### src/sv/lfc_pkg.sv
// ----------------------------------------------------------------------------
// lfc_pkg
// Shared types and constants for the length-prefixed frame checker.
// ----------------------------------------------------------------------------
package lfc_pkg;

    localparam int unsigned LFC_POSITION_BITS = 32;
    localparam logic [31:0] LFC_MAGIC_RESET   = 32'h5646_4C58;
    localparam logic [15:0] LFC_HDR_BYTES     = 16'd9;
    localparam logic [7:0]  LFC_ASCII_MAX     = 8'h7F;
    localparam int unsigned LFC_Q_DEPTH       = 4;

    typedef enum logic [1:0] {
        PH_MAGIC,
        PH_LEN,
        PH_BODY,
        PH_DRAIN
    } t_phase;

    // What the front end decided; the back end turns it into a record
    typedef enum logic [1:0] {
        K_MAGIC,
        K_TRUNC_LEN,
        K_TRUNC_FRAME,
        K_FRAME
    } t_kind;

    typedef enum logic [2:0] {
        ST_OK          = 3'd0,
        ST_BAD_MAGIC   = 3'd1,
        ST_TRUNC_LEN   = 3'd2,
        ST_TRUNC_FRAME = 3'd3,
        ST_BAD_HDR     = 3'd4,
        ST_NON_ASCII   = 3'd5,
        ST_EMPTY       = 3'd6
    } t_status;

    typedef struct packed {
        t_kind       kind;
        logic [31:0] offset;
        logic [63:0] seq;
        logic [7:0]  slen;
        logic [15:0] flen;
        logic        hdr_bad;
        logic        ascii;
    } t_rec;

endpackage

### src/sv/lfc_if.sv
// ----------------------------------------------------------------------------
// lfc_if
// Valid/ready channels for the byte stream in and the frame records out.
// ----------------------------------------------------------------------------
interface lfc_in_if;
    logic       valid;
    logic       ready;
    logic       has_byte;
    logic [7:0] data_byte;
    logic       stream_end;

    modport source (output valid, has_byte, data_byte, stream_end, input ready);
    modport sink   (input valid, has_byte, data_byte, stream_end, output ready);
endinterface


### src/sv/lfc_front.sv
// ----------------------------------------------------------------------------
// lfc_front
// Byte parser: magic check, length and header capture, frame decisions.
// ----------------------------------------------------------------------------
module lfc_front #(
    parameter int unsigned POSITION_BITS = lfc_pkg::LFC_POSITION_BITS
) (
    input  logic          i_clk,
    input  logic          i_rst_n,
    input  logic          i_cfg_wr_en,
    input  logic [31:0]   i_cfg_wr_data,
    lfc_in_if.sink        i_in,
    input  logic          i_q_full,
    output logic          o_push,
    output lfc_pkg::t_rec o_rec
);
    import lfc_pkg::*;

    logic [31:0]              r_magic;
    t_phase                   r_phase,   n_phase;
    logic [15:0]              r_cnt,     n_cnt;
    logic [POSITION_BITS-1:0] r_pos,     n_pos;
    logic [POSITION_BITS-1:0] r_start,   n_start;
    logic [15:0]              r_len,     n_len;
    logic [63:0]              r_seq,     n_seq;
    logic [7:0]               r_slen,    n_slen;
    logic                     r_ascii,   n_ascii;
    logic                     r_hb,      n_hb;

    logic       acc;
    logic [7:0] b;
    logic [7:0] expect_byte;

    function automatic t_rec mk_rec(t_kind k, logic [POSITION_BITS-1:0] start,
                                    logic [63:0] seq, logic [7:0] slen,
                                    logic [15:0] flen, logic hb, logic ascii);
        t_rec r;
        r.kind    = k;
        r.offset  = 32'(64'(start));
        r.seq     = seq;
        r.slen    = slen;
        r.flen    = flen;
        r.hdr_bad = hb;
        r.ascii   = ascii;
        return r;
    endfunction

    assign i_in.ready = !i_q_full;
    assign acc        = i_in.valid && i_in.ready;
    assign b          = i_in.data_byte;

    always_comb begin
        unique case (r_cnt[1:0])
            2'd0:    expect_byte = r_magic[31:24];
            2'd1:    expect_byte = r_magic[23:16];
            2'd2:    expect_byte = r_magic[15:8];
            default: expect_byte = r_magic[7:0];
        endcase
    end

    always_comb begin
        n_phase = r_phase;
        n_cnt   = r_cnt;
        n_pos   = r_pos;
        n_start = r_start;
        n_len   = r_len;
        n_seq   = r_seq;
        n_slen  = r_slen;
        n_ascii = r_ascii;
        n_hb    = r_hb;
        o_push  = 1'b0;
        o_rec   = '0;

        if (acc && i_in.has_byte) begin
            unique case (r_phase)
                PH_MAGIC: begin
                    if (b != expect_byte) begin
                        o_push  = 1'b1;
                        o_rec   = mk_rec(K_MAGIC, '0, '0, '0, '0, 1'b0, 1'b0);
                        n_phase = PH_DRAIN;
                    end else if (r_cnt[1:0] == 2'd3) begin
                        n_phase = PH_LEN;
                        n_cnt   = '0;
                    end else begin
                        n_cnt = r_cnt + 16'd1;
                    end
                end
                PH_LEN: begin
                    if (r_cnt == '0) begin
                        n_start = r_pos;
                        n_len   = {8'd0, b};
                        n_cnt   = 16'd1;
                    end else begin
                        n_len = {r_len[7:0], b};
                        n_cnt = '0;
                        if (n_len < LFC_HDR_BYTES) begin
                            o_push  = 1'b1;
                            o_rec   = mk_rec(K_TRUNC_FRAME, r_start, '0, '0, n_len,
                                             1'b0, 1'b0);
                            n_phase = PH_DRAIN;
                        end else begin
                            n_phase = PH_BODY;
                            n_seq   = '0;
                            n_slen  = '0;
                            n_ascii = 1'b1;
                            n_hb    = 1'b0;
                        end
                    end
                end
                PH_BODY: begin
                    if (r_cnt < 16'd8) begin
                        n_seq = {r_seq[55:0], b};
                    end else if (r_cnt == 16'd8) begin
                        n_slen = b;
                        // session must fit inside the frame body
                        n_hb   = (r_seq == '0) || (b == '0) ||
                                 ((17'(LFC_HDR_BYTES) + 17'(b)) > 17'(r_len));
                    end else if ((r_cnt < (LFC_HDR_BYTES + 16'(r_slen))) &&
                                 (b > LFC_ASCII_MAX)) begin
                        n_ascii = 1'b0;
                    end
                    n_cnt = r_cnt + 16'd1;
                    if (n_cnt >= r_len) begin
                        o_push  = 1'b1;
                        o_rec   = mk_rec(K_FRAME, r_start, n_seq, n_slen, r_len,
                                         n_hb, n_ascii);
                        n_phase = PH_LEN;
                        n_cnt   = '0;
                        n_len   = '0;
                    end
                end
                default: begin
                end
            endcase
            n_pos = r_pos + 1'b1;
        end

        if (acc && i_in.stream_end) begin
            if (!o_push) begin
                if (n_phase == PH_MAGIC) begin
                    o_push = 1'b1;
                    o_rec  = mk_rec(K_MAGIC, '0, '0, '0, '0, 1'b0, 1'b0);
                end else if (n_phase == PH_LEN && n_cnt == 16'd1) begin
                    o_push = 1'b1;
                    o_rec  = mk_rec(K_TRUNC_LEN, n_start, '0, '0, '0, 1'b0, 1'b0);
                end else if (n_phase == PH_BODY) begin
                    o_push = 1'b1;
                    o_rec  = mk_rec(K_TRUNC_FRAME, n_start, '0, '0, n_len, 1'b0, 1'b0);
                end
            end
            n_phase = PH_MAGIC;
            n_cnt   = '0;
            n_pos   = '0;
            n_start = '0;
            n_len   = '0;
            n_seq   = '0;
            n_slen  = '0;
            n_ascii = 1'b1;
            n_hb    = 1'b0;
        end
    end

    always_ff @(posedge i_clk) begin
        if (!i_rst_n) begin
            r_magic <= LFC_MAGIC_RESET;
            r_phase <= PH_MAGIC;
            r_cnt   <= '0;
            r_pos   <= '0;
            r_start <= '0;
            r_len   <= '0;
            r_seq   <= '0;
            r_slen  <= '0;
            r_ascii <= 1'b1;
            r_hb    <= 1'b0;
        end else begin
            if (i_cfg_wr_en) begin
                r_magic <= i_cfg_wr_data;
            end
            r_phase <= n_phase;
            r_cnt   <= n_cnt;
            r_pos   <= n_pos;
            r_start <= n_start;
            r_len   <= n_len;
            r_seq   <= n_seq;
            r_slen  <= n_slen;
            r_ascii <= n_ascii;
            r_hb    <= n_hb;
        end
    end

endmodule

### src/flat_wrapper.sv
// flat-port wrapper written by rule: the top's interface ports become plain ports
module lfc_front_flat import lfc_pkg::*;
#(
    parameter int unsigned POSITION_BITS = lfc_pkg::LFC_POSITION_BITS
)
  (i_clk, i_rst_n, i_cfg_wr_en, i_cfg_wr_data, i_q_full, o_push, o_rec, i_in_valid, i_in_has_byte, i_in_data_byte, i_in_stream_end, i_in_ready);
  lfc_in_if i_in_i ();
  input  logic i_clk;
  input  logic i_rst_n;
  input  logic i_cfg_wr_en;
  input  logic [31:0] i_cfg_wr_data;
  input  logic i_q_full;
  output logic o_push;
  output lfc_pkg::t_rec o_rec;
  input wire logic [$bits(i_in_i.valid)-1:0] i_in_valid;
  input wire logic [$bits(i_in_i.has_byte)-1:0] i_in_has_byte;
  input wire logic [$bits(i_in_i.data_byte)-1:0] i_in_data_byte;
  input wire logic [$bits(i_in_i.stream_end)-1:0] i_in_stream_end;
  output wire logic [$bits(i_in_i.ready)-1:0] i_in_ready;
  assign i_in_i.valid = i_in_valid;
  assign i_in_i.has_byte = i_in_has_byte;
  assign i_in_i.data_byte = i_in_data_byte;
  assign i_in_i.stream_end = i_in_stream_end;
  assign i_in_ready = i_in_i.ready;
  lfc_front #(.POSITION_BITS(POSITION_BITS)) u_core (.i_clk(i_clk), .i_rst_n(i_rst_n), .i_cfg_wr_en(i_cfg_wr_en), .i_cfg_wr_data(i_cfg_wr_data), .i_in(i_in_i), .i_q_full(i_q_full), .o_push(o_push), .o_rec(o_rec));
endmodule
### config.mk
export PLATFORM = sky130hd
export DESIGN_NAME = lfc_front_flat
export DESIGN_NICKNAME = d
export VERILOG_FILES = /design/src/sv/lfc_pkg.sv /design/src/sv/lfc_if.sv /design/src/sv/lfc_front.sv /design/src/flat_wrapper.sv
export SDC_FILE = /design/constraint.sdc
export NUM_CORES = 1
export LEC_CHECK = 0
export ABC_AREA = 1
export BUFFER_PORTS_ARGS = -buffer_cell sky130_fd_sc_hd__buf_2
export CAP_MARGIN = 0
export CORE_UTILIZATION = 64
export CTS_CLUSTER_SIZE = 16
export DETAILED_ROUTE_END_ITERATION = 8
export HOLD_SLACK_MARGIN = 0.05
export PLACE_DENSITY = 0.84
export SETUP_SLACK_MARGIN = 0.2
export SYNTH_ARGS = -nofsm -noshare
export SYNTH_HDL_FRONTEND = slang
export SYNTH_SLANG_ARGS = --single-unit
### constraint.sdc
create_clock -name i_clk -period 10 [get_ports i_clk]
set_input_delay 0.5 -clock i_clk [delete_from_list [all_inputs] [get_ports i_clk]]
set_output_delay 0.5 -clock i_clk [all_outputs]
set_load 0.01 [all_outputs]
==> results by group <==
Status
  – Result of the run: finished, final reports clean

STA
  – Final Slew Violations: 0
  – Final-report setup violation count: 0
  – Worst Max-Slew Pin Slew: 1110 ps
  – Final worst path period need: 6920 ps
  – Final cycle utilization of the critical path: 69.2%
  – Max Clk Rate: 144 MHz
  – Total negative slack for setup checks: 0 ps
  – Count of endpoints failing hold in the final timing report: 0
  – Unrepaired setup endpoints after global routing: no
  – Worst Skew: 18.8 ps
  – Worst slew margin relative to its limit: 26.0%

Global route
  – Grt ovf: 0
  – Global-route wire length before repair: 62.5 mm
  – Global router's overall resource usage: 35.5%
  – Maximum number of pins on one net before global-route repair: 113
  – Vias in the first global route: 12.5k
  – Initial antenna violation count: 0

Floorplan
  – I/O Pins: 173
  – Placement row count: 52
  – Initial cell density of the core: 65.4%
  – Height of the die: 146 um
  – Core Region: 20200 um^2
  – Die Width: 146 um
  – Floorplan die area: 21200 um^2

Routing
  – Detailed-route wire length: 38.3 mm
  – Number of DRC markers after the initial detailed-route iteration: 1156
  – Average detailed-routed wire length per instance: 15.2 um
  – Detailed-routing iteration count for the pre-antenna-repair pass: 5
  – Via density per instance: 5.60
  – Antenna Nets Post-Route: 0
  – Post-detailed-route DRC marker count: 0
  – Via count of the routed design: 14.1k

Logic synthesis
  – Distinct cells, synth: 47
  – Yosys top cell area share: 30.9%
  – Warnings, synthesis: 0
  – Portion of the post-synthesis area used by sequential elements: 30.9%
  – Flip-flop and latch count after synthesis: 204
  – Combined area of all synthesized cells: 13200 um^2
  – Leading area contributor after synthesis: sky130_fd_sc_hd__dfxtp_1
  – Nets in the synthesized netlist: 2243
  – Cells taking the most area after synthesis: sky130_fd_sc_hd__dfxtp_1 31%, sky130_fd_sc_hd__nand2_1 13%, sky130_fd_sc_hd__nor2_1 9.6%
  – Mean cell area of the mapped netlist: 6.15 um^2
  – Synthesized instance count: 2149

Worst setup path
  – Path type of the worst setup path: reg -> out
  – Critical path cell sequence: ha_1 -> inv_2 -> nor2_2 -> nand3_1 -> nor2_1 -> xor2_1 -> inv_1 -> ha_1 -> nand2_1 -> nor2_1 -> a21oi_1 -> nand3_1 -> nor2_1 -> a21oi_1 -> nand2_1 -> nand2_1 -> nor2_1 -> nand2_1 -> nor2_2 -> nand2_4 -> nand2_1 -> nand3b_1 -> nand2_1 -> buf_2
  – Sort of element at the start of the critical path: flip-flop
  – Worst-path fanout max: 32
  – Worst r2r dst: u_core.r_cnt[0]
  – Source of the worst register-to-register timing path: u_core.r_cnt[1]
  – Max stage delay cell, worst path: sky130_fd_sc_hd__nand2_1
  – Arrival time of data at the critical path endpoint: 6420 ps
  – Register-to-register setup slack: 5680 ps
  – Worst Path Buf+Inv: 3
  – Worst setup EP type: primary output
  – Worst Reg-to-Reg Cells: 17
  – Endpoint required time on the critical path: 9500 ps
  – Crit-path most repeated cell: sky130_fd_sc_hd__nand2_1
  – Delay-heaviest family, CP: simple AND/OR/NAND/NOR gates
  – Worst stage delay on the critical path: 820 ps

Layout
  – Ant. Diodes: 0
  – Number of fill cells: 1796
  – Area of the multi-input gates: 7480 um^2
  – Final non-filler cell area: 14800 um^2
  – Growth of design area from synthesis to finish: 11.6%
  – Net total in the final layout: 2334
  – Share of final-layout standard cells stronger than drive strength 1: 11.0%
  – Register area: 4080 um^2

Clock network
  – Clk Latency, worst-skew pair: 530 ps
  – Cts repair resizes: 0
  – Number of sinks driven by the clock tree: 204
  – Root Driver: sky130_fd_sc_hd__clkbuf_16
  – Number of setup buffers added after CTS: 0
  – CTS H-tree depth: 1
  – Hold buffer count at cts: 0
  – Cts bufs inserted: 23
  – CTS Buffer Depth: 3
  – TritonCTS clock tree: done
  – Reg clk slew, reported paths: 60 ps

Power
  – Leakage power figure: 6.87 nW
  – Power per cell area: 137 nW/um^2
  – Max IR drop VDD: 0.000144 V

Hold path
  – Worst Min Path Start: i_cfg_wr_data[10]
  – Hold Crit Class: in -> reg
  – Hold worst-path end: u_core.r_magic[10]
  – Number of instances on the worst hold path: 3

Placement
  – Area post-placement: 14000 um^2
  – Dpl hpwl: 26.3 mm
  – Global placement routability congestion: 0.970
  – Port Buffer Count: 172

Flow run
  – Number of maximum-capacitance violations: 0
[registers in the layout, summed over array words and instances (netlist names)]
name            cells
u_core.r_ascii      1
u_core.r_pos       32
u_core.r_slen       8
u_core.r_seq       64
u_core.r_len       16
u_core.r_hb         1
u_core.r_start     32
u_core.r_cnt       16
u_core.r_magic     32
u_core.r_phase      2
[worst max path at each step]
stage | from | to | slack, ps | cells after the start
after floorplan | u_core.r_cnt[1] | o_rec[100] | 5850 | 27
after detailed placement | u_core.r_cnt[1] | o_rec[102] | 3730 | 24
after CTS | u_core.r_cnt[1] | o_rec[103] | 3130 | 24
after global routing | u_core.r_cnt[1] | o_rec[114] | 2470 | 24
final | u_core.r_cnt[1] | o_rec[103] | 3080 | 24
after global placement | u_core.r_cnt[1] | o_rec[119] | 4030 | 24
[final cells by class]
cell class / count / area share [%]
clock buffer: 34 / 4.52
clock inverter: 7 / 0.602
multi-input combinational: 1520 / 50.7
inverter: 308 / 7.83
timing repair buffer: 183 / 6.39
sequential: 204 / 27.7
tap: 270 / 2.29
[routing by layer]
| layer | vias up | global-route usage [%] | wire (um) |
|---|---|---|---|
| met5 | - | 0 | 0 |
| met1 | 6435 | 48.6 | 16600 |
| li1 | 7066 | - | - |
| met3 | 78 | 4.70 | 3000 |
| met2 | 563 | 57.6 | 17600 |
| met4 | 0 | 12.2 | 1110 |
[power by group]
part	internal, mW	total (mW)	switching (mW)
combinational	0.0936	0.310	0.216
sequential	0.832	0.848	0.0163
clock	0.512	0.865	0.353
[worst reg2reg max path, cell delays in order (launching register included)]
cell                      delay (ps)
sky130_fd_sc_hd__dfxtp_1         430
sky130_fd_sc_hd__ha_1            560
sky130_fd_sc_hd__inv_2           370
sky130_fd_sc_hd__nor2_2          290
sky130_fd_sc_hd__nand3_1         140
sky130_fd_sc_hd__nor2_1          160
sky130_fd_sc_hd__xor2_1          160
sky130_fd_sc_hd__inv_1            80
sky130_fd_sc_hd__ha_1            270
sky130_fd_sc_hd__nand2_1          80
sky130_fd_sc_hd__nor2_1           40
sky130_fd_sc_hd__a21oi_1         180
sky130_fd_sc_hd__nand3_1         270
sky130_fd_sc_hd__nor2_1          750
sky130_fd_sc_hd__a21oi_1         150
sky130_fd_sc_hd__nand2_1         100
sky130_fd_sc_hd__nand2_1          70
sky130_fd_sc_hd__nor2_1          140
[kinds of logic (layout without fill, tap and decap cells)]
| group | after synthesis | count (layout) | synth area share [%] |
|---|---|---|---|
| XOR/XNOR | 24 | 24 | 1.59 |
| AO/OA/AOI/OAI | 440 | 440 | 17.8 |
| adder cells (fa/ha/maj) | 47 | 47 | 4.45 |
| buffers and inverters | 425 | 532 | 12.7 |
| AND/OR/NAND/NOR | 1009 | 1009 | 32.5 |
| flip-flops | 204 | 204 | 30.9 |
[metrics by stage]
stage	cells	total power, mW	util, %	setup WS, ps	hold WS, ps
global placement	2485	1.16	69.2	4030	443
floorplan	2149	1.09	-	5850	429
finish	2526	2.02	72.9	3080	178
global route	2526	2.10	72.9	2470	182
detailed placement	2485	1.17	69.2	3730	447
CTS	2526	2.02	72.9	3130	174
[cell usage in the layout (no fill, tap or decap), types with 3 or more instances in the layout]
| cell | instances |
|---|---|
| sky130_fd_sc_hd__inv_2 | 5 |
| sky130_fd_sc_hd__clkbuf_1 | 6 |
| sky130_fd_sc_hd__nor4_1 | 21 |
| sky130_fd_sc_hd__nor2_1 | 339 |
| sky130_fd_sc_hd__a32oi_1 | 15 |
| sky130_fd_sc_hd__inv_1 | 300 |
| sky130_fd_sc_hd__clkbuf_16 | 23 |
| sky130_fd_sc_hd__nor3_2 | 6 |
| sky130_fd_sc_hd__nor3_1 | 24 |
| sky130_fd_sc_hd__nand3b_1 | 32 |
| sky130_fd_sc_hd__buf_4 | 11 |
| sky130_fd_sc_hd__nand2_4 | 3 |
| sky130_fd_sc_hd__nor2_2 | 6 |
| sky130_fd_sc_hd__a21oi_1 | 152 |
| sky130_fd_sc_hd__nand3_1 | 95 |
| sky130_fd_sc_hd__o221ai_1 | 4 |
| sky130_fd_sc_hd__nand2_1 | 440 |
| sky130_fd_sc_hd__xor2_1 | 22 |
| sky130_fd_sc_hd__nand2_2 | 3 |
| sky130_fd_sc_hd__o21ai_0 | 239 |
| sky130_fd_sc_hd__or2_2 | 3 |
| sky130_fd_sc_hd__dfxtp_1 | 204 |
| sky130_fd_sc_hd__clkbuf_8 | 5 |
| sky130_fd_sc_hd__clkinv_1 | 3 |
| sky130_fd_sc_hd__clkinv_2 | 4 |
| sky130_fd_sc_hd__ha_1 | 47 |
| sky130_fd_sc_hd__buf_2 | 172 |
| sky130_fd_sc_hd__o21a_1 | 17 |
| sky130_fd_sc_hd__nand4_1 | 26 |
[Yosys cell counts, drive strengths merged]
cell and count:
nand4 26, buf 32, clkbuf 85, a21o 2
a211oi 1, nor4 21, o22ai 2, o21a 17
clkinv 3, o21ai 240, nor3 30, and2 1
nand3 96, xor2 22, or3 1, a21oi 152
ha 47, dfxtp 204, nand3b 32, inv 305
a32oi 15, a31oi 1, xnor2 2, or2 5
o211a 2, o221ai 4, nor2 347, a41oi 1
nand2 447, o211ai 2, o21bai 1, nor3b 2
and3 1
(Power assumes the default switching activity.)
